[src/hdl/pst_pkg.sv]
// Shared types and constants for the periodic task slot timer.
// Used by pst_table, pst_seq and periodic_task_slot_timer; depends on nothing.
`timescale 1ns / 1ps

package pst_pkg;

  localparam int SLOTS       = 8;
  localparam int MAX_RESULTS = 8;
  localparam int IDX_W       = (SLOTS > 1) ? $clog2(SLOTS) : 1;
  localparam int CNT_W       = $clog2(MAX_RESULTS + 1);

  typedef logic [IDX_W-1:0] idx_t;

  typedef enum logic [1:0] {
    KIND_ADD  = 2'd0,
    KIND_DEL  = 2'd1,
    KIND_TICK = 2'd2
  } kind_t;

  typedef enum logic [1:0] {
    RK_ADD  = 2'd0,
    RK_DEL  = 2'd1,
    RK_FIRE = 2'd2
  } rkind_t;

  typedef enum logic [1:0] {
    ST_OK       = 2'd0,
    ST_FULL     = 2'd1,
    ST_NOTFOUND = 2'd2
  } status_t;

  typedef struct packed {
    logic        en;
    logic        busy;
    logic [7:0]  tid;
    logic [31:0] period;
    logic [31:0] count;
  } slot_wr_t;

  typedef struct packed {
    logic        busy;
    logic [7:0]  tid;
    logic [31:0] period;
    logic [31:0] count_inc;
    logic        fire;
  } slot_rd_t;

  typedef struct packed {
    logic        valid;
    rkind_t      result_kind;
    status_t     status;
    logic [2:0]  slot_index;
    logic [7:0]  fired_id;
    logic        last;
  } result_t;

endpackage

[src/hdl/pst_table.sv]
// Slot table: occupied marks, task ids, periods and tick counters, with the
// shared 32-bit increment and period compare for the addressed slot. Uses pst_pkg.
`timescale 1ns / 1ps

module pst_table import pst_pkg::*; (
  input  logic     clk,
  input  logic     rst,
  input  idx_t     idx,
  input  slot_wr_t wr,
  output slot_rd_t rd
);

  logic [SLOTS-1:0] busy;
  logic [7:0]       tid    [SLOTS];
  logic [31:0]      period [SLOTS];
  logic [31:0]      count  [SLOTS];

  always_comb begin
    rd.busy      = busy[idx];
    rd.tid       = tid[idx];
    rd.period    = period[idx];
    rd.count_inc = count[idx] + 32'd1;
    rd.fire      = (period[idx] != 32'd0) && (rd.count_inc >= period[idx]);
  end

  always_ff @(posedge clk) begin
    if (rst) begin
      busy <= '0;
      for (int i = 0; i < SLOTS; i++) begin
        tid[i]   <= 8'd0;
        count[i] <= 32'd0;
      end
    end else if (wr.en) begin
      busy[idx]  <= wr.busy;
      tid[idx]   <= wr.tid;
      count[idx] <= wr.count;
    end
  end

  always_ff @(posedge clk) begin
    if (wr.en) begin
      period[idx] <= wr.period;
    end
  end

endmodule

[src/hdl/pst_seq.sv]
// Sequencer that walks the slot table one slot per cycle while out_free allows it,
// for add, delete and tick requests, and holds the pending fire result. Uses pst_pkg.
`timescale 1ns / 1ps

module pst_seq import pst_pkg::*; (
  input  logic        clk,
  input  logic        rst,
  input  logic        in_valid,
  output logic        in_ready,
  input  logic [1:0]  in_kind,
  input  logic [7:0]  in_tid,
  input  logic [31:0] in_period,
  input  logic        out_free,
  output idx_t        idx,
  output slot_wr_t    wr,
  input  slot_rd_t    rd,
  output result_t     emit
);

  typedef enum logic [1:0] {S_IDLE, S_WALK, S_DONE} state_t;

  state_t           state;
  kind_t            op;
  logic [7:0]       req_tid;
  logic [31:0]      req_period;
  result_t          pend;
  logic [CNT_W-1:0] nfire;

  logic last_slot;
  logic advance;
  logic finish;
  logic walk_end;
  logic record;

  assign in_ready  = (state == S_IDLE);
  assign last_slot = (idx == idx_t'(SLOTS - 1));

  always_comb begin
    wr       = '0;
    emit     = '0;
    advance  = 1'b0;
    finish   = 1'b0;
    walk_end = 1'b0;
    record   = 1'b0;
    case (state)
      S_WALK: begin
        case (op)
          KIND_ADD: begin
            if (!rd.busy) begin
              if (out_free) begin
                wr     = '{en: 1'b1, busy: 1'b1, tid: req_tid, period: req_period,
                           count: 32'd0};
                emit   = '{valid: 1'b1, result_kind: RK_ADD, status: ST_OK,
                           slot_index: 3'(idx), fired_id: req_tid, last: 1'b1};
                finish = 1'b1;
              end
            end else if (last_slot) begin
              if (out_free) begin
                emit   = '{valid: 1'b1, result_kind: RK_ADD, status: ST_FULL,
                           slot_index: 3'd0, fired_id: req_tid, last: 1'b1};
                finish = 1'b1;
              end
            end else begin
              advance = 1'b1;
            end
          end
          KIND_DEL: begin
            if (rd.busy && (rd.tid == req_tid)) begin
              if (out_free) begin
                wr     = '{en: 1'b1, busy: 1'b0, tid: 8'd0, period: 32'd0,
                           count: 32'd0};
                emit   = '{valid: 1'b1, result_kind: RK_DEL, status: ST_OK,
                           slot_index: 3'(idx), fired_id: req_tid, last: 1'b1};
                finish = 1'b1;
              end
            end else if (last_slot) begin
              if (out_free) begin
                emit   = '{valid: 1'b1, result_kind: RK_DEL, status: ST_NOTFOUND,
                           slot_index: 3'd0, fired_id: req_tid, last: 1'b1};
                finish = 1'b1;
              end
            end else begin
              advance = 1'b1;
            end
          end
          default: begin
            // A new firing pushes the previous one out, so the final one can be marked last.
            if (!(rd.busy && rd.fire && (nfire < CNT_W'(MAX_RESULTS)) && pend.valid
                  && !out_free)) begin
              if (rd.busy) begin
                wr = '{en: 1'b1, busy: 1'b1, tid: rd.tid, period: rd.period,
                       count: rd.fire ? 32'd0 : rd.count_inc};
              end
              record = rd.busy && rd.fire && (nfire < CNT_W'(MAX_RESULTS));
              if (record && pend.valid) begin
                emit = pend;
              end
              if (last_slot) begin
                walk_end = 1'b1;
              end else begin
                advance = 1'b1;
              end
            end
          end
        endcase
      end
      S_DONE: begin
        if (pend.valid && out_free) begin
          emit      = pend;
          emit.last = 1'b1;
        end
      end
      default: begin
      end
    endcase
  end

  always_ff @(posedge clk) begin
    if (rst) begin
      state      <= S_IDLE;
      pend.valid <= 1'b0;
      nfire      <= '0;
      idx        <= '0;
    end else begin
      case (state)
        S_IDLE: begin
          if (in_valid) begin
            op         <= kind_t'(in_kind);
            req_tid    <= in_tid;
            req_period <= in_period;
            idx        <= '0;
            nfire      <= '0;
            pend.valid <= 1'b0;
            if (in_kind inside {KIND_ADD, KIND_DEL, KIND_TICK}) begin
              state <= S_WALK;
            end
          end
        end
        S_WALK: begin
          if (finish) begin
            state <= S_IDLE;
          end else if (walk_end) begin
            state <= S_DONE;
          end
          if (advance) begin
            idx <= idx + idx_t'(1);
          end
          if (record) begin
            pend  <= '{valid: 1'b1, result_kind: RK_FIRE, status: ST_OK,
                       slot_index: 3'(idx), fired_id: rd.tid, last: 1'b0};
            nfire <= nfire + CNT_W'(1);
          end
        end
        S_DONE: begin
          if (!pend.valid || out_free) begin
            pend.valid <= 1'b0;
            state      <= S_IDLE;
          end
        end
        default: begin
          state <= S_IDLE;
        end
      endcase
    end
  end

endmodule

[src/hdl/periodic_task_slot_timer.sv]
// Top level of the periodic task slot timer: stream ports and output register.
// Instantiates pst_table and pst_seq; uses pst_pkg.
`timescale 1ns / 1ps

// The block keeps a table of SLOTS task slots and takes one request beat at
// a time. Every request walks the table one slot per cycle through a single
// 32-bit increment and compare unit, stalling while a due result waits on
// m_tready; an add or delete stops at the slot it settles on or at the last
// slot, and a tick visits every slot. A tick emits one beat per firing slot
// in slot order with the final beat marked by tlast; a tick with no firing
// slot emits nothing. No clearing pass is needed after reset.

module periodic_task_slot_timer import pst_pkg::*; (
  input  logic        clk,
  input  logic        rst,
  input  logic        s_tvalid,
  output logic        s_tready,
  input  logic [1:0]  s_tuser,   // kind
  input  logic [39:0] s_tdata,   // task_id[7:0], period[39:8]
  output logic        m_tvalid,
  input  logic        m_tready,
  output logic [1:0]  m_tuser,   // result_kind
  output logic [15:0] m_tdata,   // status[1:0], slot_index[4:2], fired_id[12:5], zeros
  output logic        m_tlast
);

  idx_t     idx;
  slot_wr_t wr;
  slot_rd_t rd;
  result_t  emit;
  logic     out_free;

  assign out_free = !m_tvalid || m_tready;

  pst_table u_table (
    .clk (clk),
    .rst (rst),
    .idx (idx),
    .wr  (wr),
    .rd  (rd)
  );

  pst_seq u_seq (
    .clk       (clk),
    .rst       (rst),
    .in_valid  (s_tvalid),
    .in_ready  (s_tready),
    .in_kind   (s_tuser),
    .in_tid    (s_tdata[7:0]),
    .in_period (s_tdata[39:8]),
    .out_free  (out_free),
    .idx       (idx),
    .wr        (wr),
    .rd        (rd),
    .emit      (emit)
  );

  always_ff @(posedge clk) begin
    if (rst) begin
      m_tvalid <= 1'b0;
    end else if (emit.valid) begin
      m_tvalid <= 1'b1;
    end else if (m_tready) begin
      m_tvalid <= 1'b0;
    end
  end

  always_ff @(posedge clk) begin
    if (emit.valid) begin
      m_tuser <= emit.result_kind;
      m_tdata <= {3'b000, emit.fired_id, emit.slot_index, emit.status};
      m_tlast <= emit.last;
    end
  end

endmodule
[config.mk]
export PLATFORM = sky130hd
export DESIGN_NAME = periodic_task_slot_timer
export DESIGN_NICKNAME = d
export VERILOG_FILES = /design/src/hdl/pst_pkg.sv /design/src/hdl/pst_table.sv /design/src/hdl/pst_seq.sv /design/src/hdl/periodic_task_slot_timer.sv
export SDC_FILE = /design/constraint.sdc
export NUM_CORES = 1
export LEC_CHECK = 0
export CORE_MARGIN = 1
export CORE_UTILIZATION = 55
export DETAILED_ROUTE_END_ITERATION = 16
export DONT_BUFFER_PORTS = 1
export PLACE_DENSITY_LB_ADDON = 0.3
export RECOVER_POWER = 100
export SKIP_CTS_REPAIR_TIMING = 1
export SYNTH_ARGS = -nofsm -noshare
export SYNTH_HDL_FRONTEND = slang
export SYNTH_HIERARCHICAL = 1
export SYNTH_SLANG_ARGS = --single-unit
[constraint.sdc]
create_clock -name clk -period 8.5 [get_ports clk]
set_input_delay 1.7 -clock clk [delete_from_list [all_inputs] [get_ports clk]]
set_output_delay 1.7 -clock clk [all_outputs]
set_load 0.05 [all_outputs]
==> results of run 1 <==
## logic make-up after synthesis
kind of cell / synth area share [%]
adders and majority gates: 1.63
and+or+nand+nor: 12.6
buffers and inverters: 3.02
xor gates and xnor gates: 1.11
muxes: 8.69
other: 0.0125
AOI/OAI and AO/OA: 7.01
DFF: 65.9
## power by group
| part | switching (mW) | internal [mW] |
|---|---|---|
| Clock | 1.23 | 1.69 |
| Sequential | 0.0629 | 3.72 |
| Combinational | 0.545 | 0.270 |
## sequential cells by signal (all words and copies together) (netlist names)
name and flops:
u_table/count 256, u_table/period 256, u_table/tid 64, u_seq/req_period 32
m_tdata 13, u_seq/pend 12, u_seq/req_tid 8, u_table/busy 8
u_seq/nfire 4, u_seq/idx 3, m_tuser 2, u_seq/op 2
u_seq/state 2, m_tlast 1, m_tvalid 1
## final timing paths
| path | from | end | slack [ns] |
|---|---|---|---|
| worst max-delay path | u_seq/idx[1] | u_table/period[7][8] | 0.69 |
| worst min-delay path | u_table/busy[2] | u_table/busy[2] | 0.47 |
| worst min register to register | u_table/busy[2] | u_table/busy[2] | 0.47 |
| worst max register to register | u_seq/idx[1] | u_table/period[7][8] | 0.69 |
## per-stage QoR
stage | cell area [um2] | total power [mW] | util, % | cells | hold WS (ns)
3_5_place_dp | 30800 | 4.66 | 57.3 | 2665 | 0.464
5_1_grt | 32800 | 7.74 | 61.0 | 2785 | 0.494
6_report | 32800 | 7.52 | 61.0 | 2786 | 0.473
3_3_place_gp | 30800 | 4.64 | 57.3 | 2665 | 0.451
4_1_cts | 33000 | 7.55 | 61.3 | 2784 | 0.472
2_1_floorplan | 30000 | 4.36 | - | 2017 | 0.444
## layout by cell type (no fill, tap or decap), drive strengths merged, types with 30 or more instances in the layout
cell type,Yosys,layout
edfxtp,645,645
and2,367,367
clkbuf,56,107
mux2i,77,77
nor2,73,73
nand2,62,62
a22oi,59,59
buf,68,57
a221oi,54,54
inv,52,54
mux4,53,53
mux2,49,49
ha,39,39
a21oi,36,36
o21ai,30,30
## final cells by class
type / instances / area, um2
diodes: 2 / 5.00
multi-input cells: 1177 / 9330
flip-flops and latches: 664 / 19800
fillers: 3971 / 21000
inverters: 52 / 195
repair buffers: 76 / 531
clock inverters: 31 / 337
well taps: 696 / 871
clock buffers: 88 / 1820
## routing by layer
| metal | GRT usage [%] | wire (um) | vias up |
|---|---|---|---|
| li1 | - | - | 7717 |
| met1 | 37.4 | 30300 | 8982 |
| met2 | 44.7 | 36400 | 929 |
| met3 | 5.35 | 7110 | 180 |
| met4 | 9.90 | 2430 | 0 |
| met5 | 0 | 0 | - |
## worst max-delay path, stage by stage (launching register included)
cell and delay (ns):
dfxtp_4 0.56, clkbuf_1 1.35, and2_1 0.75, a22oi_1 0.13, o22ai_1 0.59, inv_1 0.11, ha_1 0.32, nand2_1 0.06
nor4_1 0.32, and4_1 0.26, and2_0 0.12, a221oi_1 0.07, a22oi_1 0.61, nor4bb_2 0.51, nor2_1 0.10, o21ai_1 0.86
buf_4 0.48, nor2_1 0.22
==> impl_metrics.toml, run 1 <==
[outcome]
status = "finished, violations left"
failed_checks = "max-capacitance violations, max-slew violations"

[worst_setup_path]
critPathKind = "reg2reg"
start_kind = "flip-flop"
arrival_ns = 8.12
r2r_cells = 17
path_max_fanout = 28
required_ns = 8.81
critPathCaptureType = "flip-flop"

[grt]
grt_usage_pct = 27.6
grt_max_degree = 64
grt_pass1_vias = 17700
antenna_found_initial = 1
grt_pass1_wl_um = 113000
grt_overflow = 0

[clocking]
cts_made_buffers = 67
tritoncts = "yes"
htreeDepth = 3
worstSkewPairLatency_ns = 0.63
clockRootBuffer = "clkbuf_16"
cts_sinks = 664
clockBufferDepth = 3
cts.clk_slew.worst_paths_ns = 0.06

[place]
gp_congestion = 0.915
dp_hpwl_um = 44500
dp_slack_ns = 1.05
io_buffers = 0

[synthesis]
postSynthAreaPerCell_um2 = 14.9
synth_cells = 2015
synth_enable_flop_cells = 645
synth_common_cells = "edfxtp_1, and2_1, mux2i_1"
ys_types = 90
yosysTopAreaCell = "edfxtp_1"
synth_top_cell_area_share_pct = 64.7
ys.flop_type = "edfxtp_1"
syn_area_um2 = 30000
synth_warnings = 6
ys_seq_area_share_pct = 65.9
synthTopCellsByArea = "edfxtp_1, and2_1, mux2i_1"
synth-seq-cells = 664
synth_async_sr_flop_share_pct = 0
synth_most_common_cell = "edfxtp_1"

[final_layout]
layout.nets = 2123
area_growth_pct = 9.64
drive_gt1_share_pct = 13.8

[power_and_ir_drop]
leakagePower_nw = 11.6
ir_drop_v = 0.000156
p_per_area_nw_per_um2 = 229

[detailed_routing]
drt-total-wl_um = 76200
drcViolationCount = 0
postRouteAntennaNets = 0
vias = 17800
dr.first_iter.drc_count = 1878
first_pass_iters = 6
post_drt_via_cell_ratio = 6.39
wl_per_cell_um = 27.4

[floorplanning]
io_pins = 67
fp.dieArea_um2 = 55400
start_util_pct = 55.7
rows = 85
die-width_um = 235
die_h_um = 235
core_area_um2 = 53800

[min_path]
worstHoldPathType = "reg2reg"
whs_path_depth = 2

[timing]
fmax_mhz = 128
rsz0062_at_grt = "no"
layout_worst_path_cycle_share_pct = 91.8
min_period_ns = 7.81
fin_ws_ns = 0.695
hold_viol = 0
fin_skew_ns = 0.0316
tightest_slew_ns = 1.84
drv_slew = 57
tns_ns = 0
setup_viol = 0
relSlewSlack_pct = -22.4

[run]
drv.max_cap_violation_count = 2
Power figures use the tool's default switching activity.
==> run 2, diff against run 1 <==
- CTS_BUF_LIST: not set -> sky130_fd_sc_hd__clkbuf_2 sky130_fd_sc_hd__clkbuf_4 sky130_fd_sc_hd__clkbuf_8
==> run 2 against run 1 <==
Compared with the run above: the flow still finishes with violations (max-capacitance violations, max-slew violations); highest routed layer unchanged; sequential share of layout area is 0.083 points higher; cell count is 2.5% higher; global-route usage is 0.15 points higher; via count is 1.6% higher; core utilization is 0.084 points lower.
==> impl_metrics.toml, run 2 (synthesis results as in run 1) <==
[grt]
grt_usage_pct = 27.8
grt_overflow = 0
grt_pass1_wl_um = 114000
grt_pass1_vias = 18000
antenna_found_initial = 1
grt_max_degree = 64

[clocking]
clockBufferDepth = 3
cts.clk_slew.worst_paths_ns = 0.07
htreeDepth = 3
clockRootBuffer = "clkbuf_8"
tritoncts = "yes"
cts_sinks = 664
worstSkewPairLatency_ns = 0.74
cts_made_buffers = 106

[timing]
tns_ns = 0
layout_worst_path_cycle_share_pct = 92.6
rsz0062_at_grt = "no"
hold_viol = 0
min_period_ns = 7.87
relSlewSlack_pct = -26.5
holdWs_ns = 0.475
fmax_mhz = 127
setup_viol = 0
fin_skew_ns = 0.0437
tightest_slew_ns = 1.90
drv_slew = 57

[run]
drv.max_cap_violation_count = 2

[power_and_ir_drop]
ir_drop_v = 0.000139
leakagePower_nw = 11.6
p_per_area_nw_per_um2 = 224

[worst_setup_path]
r2r_end = "u_table/period[4][25]"
r2r_cells = 17
critPathCaptureType = "flip-flop"
path_max_fanout = 28
arrival_ns = 8.30
rrSetupSlack_ns = 0.63
required_ns = 8.93
start_kind = "flip-flop"
r2r-start = "u_seq/idx[1]"
critPathKind = "reg2reg"

[detailed_routing]
drcViolationCount = 0
drt-total-wl_um = 76700
wl_met2_um = 36800
dr.first_iter.drc_count = 1995
first_pass_iters = 5
vias = 18100
met1Wirelength_um = 30900
highest_layer = "met4"
wl_per_cell_um = 26.9
met3_length_um = 6820
postRouteAntennaNets = 0
post_drt_via_cell_ratio = 6.33

[place]
gp_congestion = 0.915
dp_hpwl_um = 44500
io_buffers = 0

[final_layout]
layout_commonest_cell = "edfxtp_1"
regArea_um2 = 19800
fill_cells = 4025
antenna_cells = 0
drive_gt1_share_pct = 16.5
layout.nets = 2162
area_growth_pct = 9.49
top_regs = "u_table/count: 256 flops, u_table/period: 256 flops, u_table/tid: 64 flops"
multiInputGateArea_um2 = 9330
final_cell_mix = "edfxtp_1, and2_1, and2_0, clkbuf_8, mux2i_1"

[outcome]
failed_checks = "max-capacitance violations, max-slew violations"
status = "finished, violations left"

[min_path]
hold_start = "u_table/busy[2]"
worstHoldPathType = "reg2reg"
hold_end = "u_table/busy[2]"
whs_path_depth = 2

[floorplanning]
fp.dieArea_um2 = 55400
die-width_um = 235
core_area_um2 = 53800
start_util_pct = 55.7
io_pins = 67
die_h_um = 235
rows = 85
run 2: final cells by class:
| class | count | share of cell area [%] |
|---|---|---|
| clock buffers | 145 | 5.34 |
| clock inverters | 46 | 1.09 |
| inverters | 52 | 0.595 |
| multi-input cells | 1177 | 28.4 |
| flip-flops and latches | 664 | 60.3 |
| well taps | 696 | 2.66 |
| repair buffers | 76 | 1.63 |
run 2: worst max-delay path: stages (launching register included):
cell	delay (ns)
dfxtp_4	0.56
clkbuf_1	1.39
and2_1	0.76
a22oi_1	0.14
o22ai_1	0.56
inv_1	0.11
ha_1	0.32
nand2_1	0.06
nor4_1	0.36
and4_1	0.27
and2_0	0.13
a221oi_1	0.07
a22oi_1	0.61
nor4bb_2	0.50
nor2_1	0.11
o21ai_1	0.87
buf_4	0.48
nor2_1	0.22
run 2: how the worst max path moves through the flow:
stage                            start               endpoint  slack (ns)  cells after the start
final                     u_seq/idx[1]  u_table/period[4][25]        0.63                     17
after global routing      u_seq/idx[1]  u_table/period[0][11]        0.33                     17
after CTS                 u_seq/idx[2]   u_table/count[1][13]         1.0                     25
after detailed placement  u_seq/idx[2]   u_table/count[1][24]        1.05                     25
after global placement    u_seq/idx[2]   u_table/count[1][16]        1.33                     25
after floorplan           u_seq/idx[0]    u_table/count[0][0]        1.45                     29
run 2: metal layers:
layer	up-vias	track usage, %
met5	-	0
met4	0	9.70
met3	163	5.99
met2	947	45.1
met1	9162	37.2
li1	7816	-
run 2: through the flow:
step / instances / power [mW] / area [um2] / util, % / setup slack, ns
after detailed placement: 2665 / 4.66 / 30800 / 57.3 / 1.05
after global placement: 2665 / 4.64 / 30800 / 57.3 / 1.33
after global routing: 2856 / 7.57 / 32800 / 60.9 / 0.327
after floorplan: 2017 / 4.36 / 30000 / - / 1.45
after CTS: 2856 / 7.37 / 32900 / 61.2 / 0.999
final: 2856 / 7.34 / 32800 / 60.9 / 0.631
run 2: report_power, final:
group	switching (mW)	total [mW]	internal, mW	leakage [nW]
clock network	1.24	2.73	1.49	1.11
registers	0.0633	3.78	3.72	6.47
logic	0.549	0.819	0.270	4.02
total	1.86	7.34	5.48	11.6
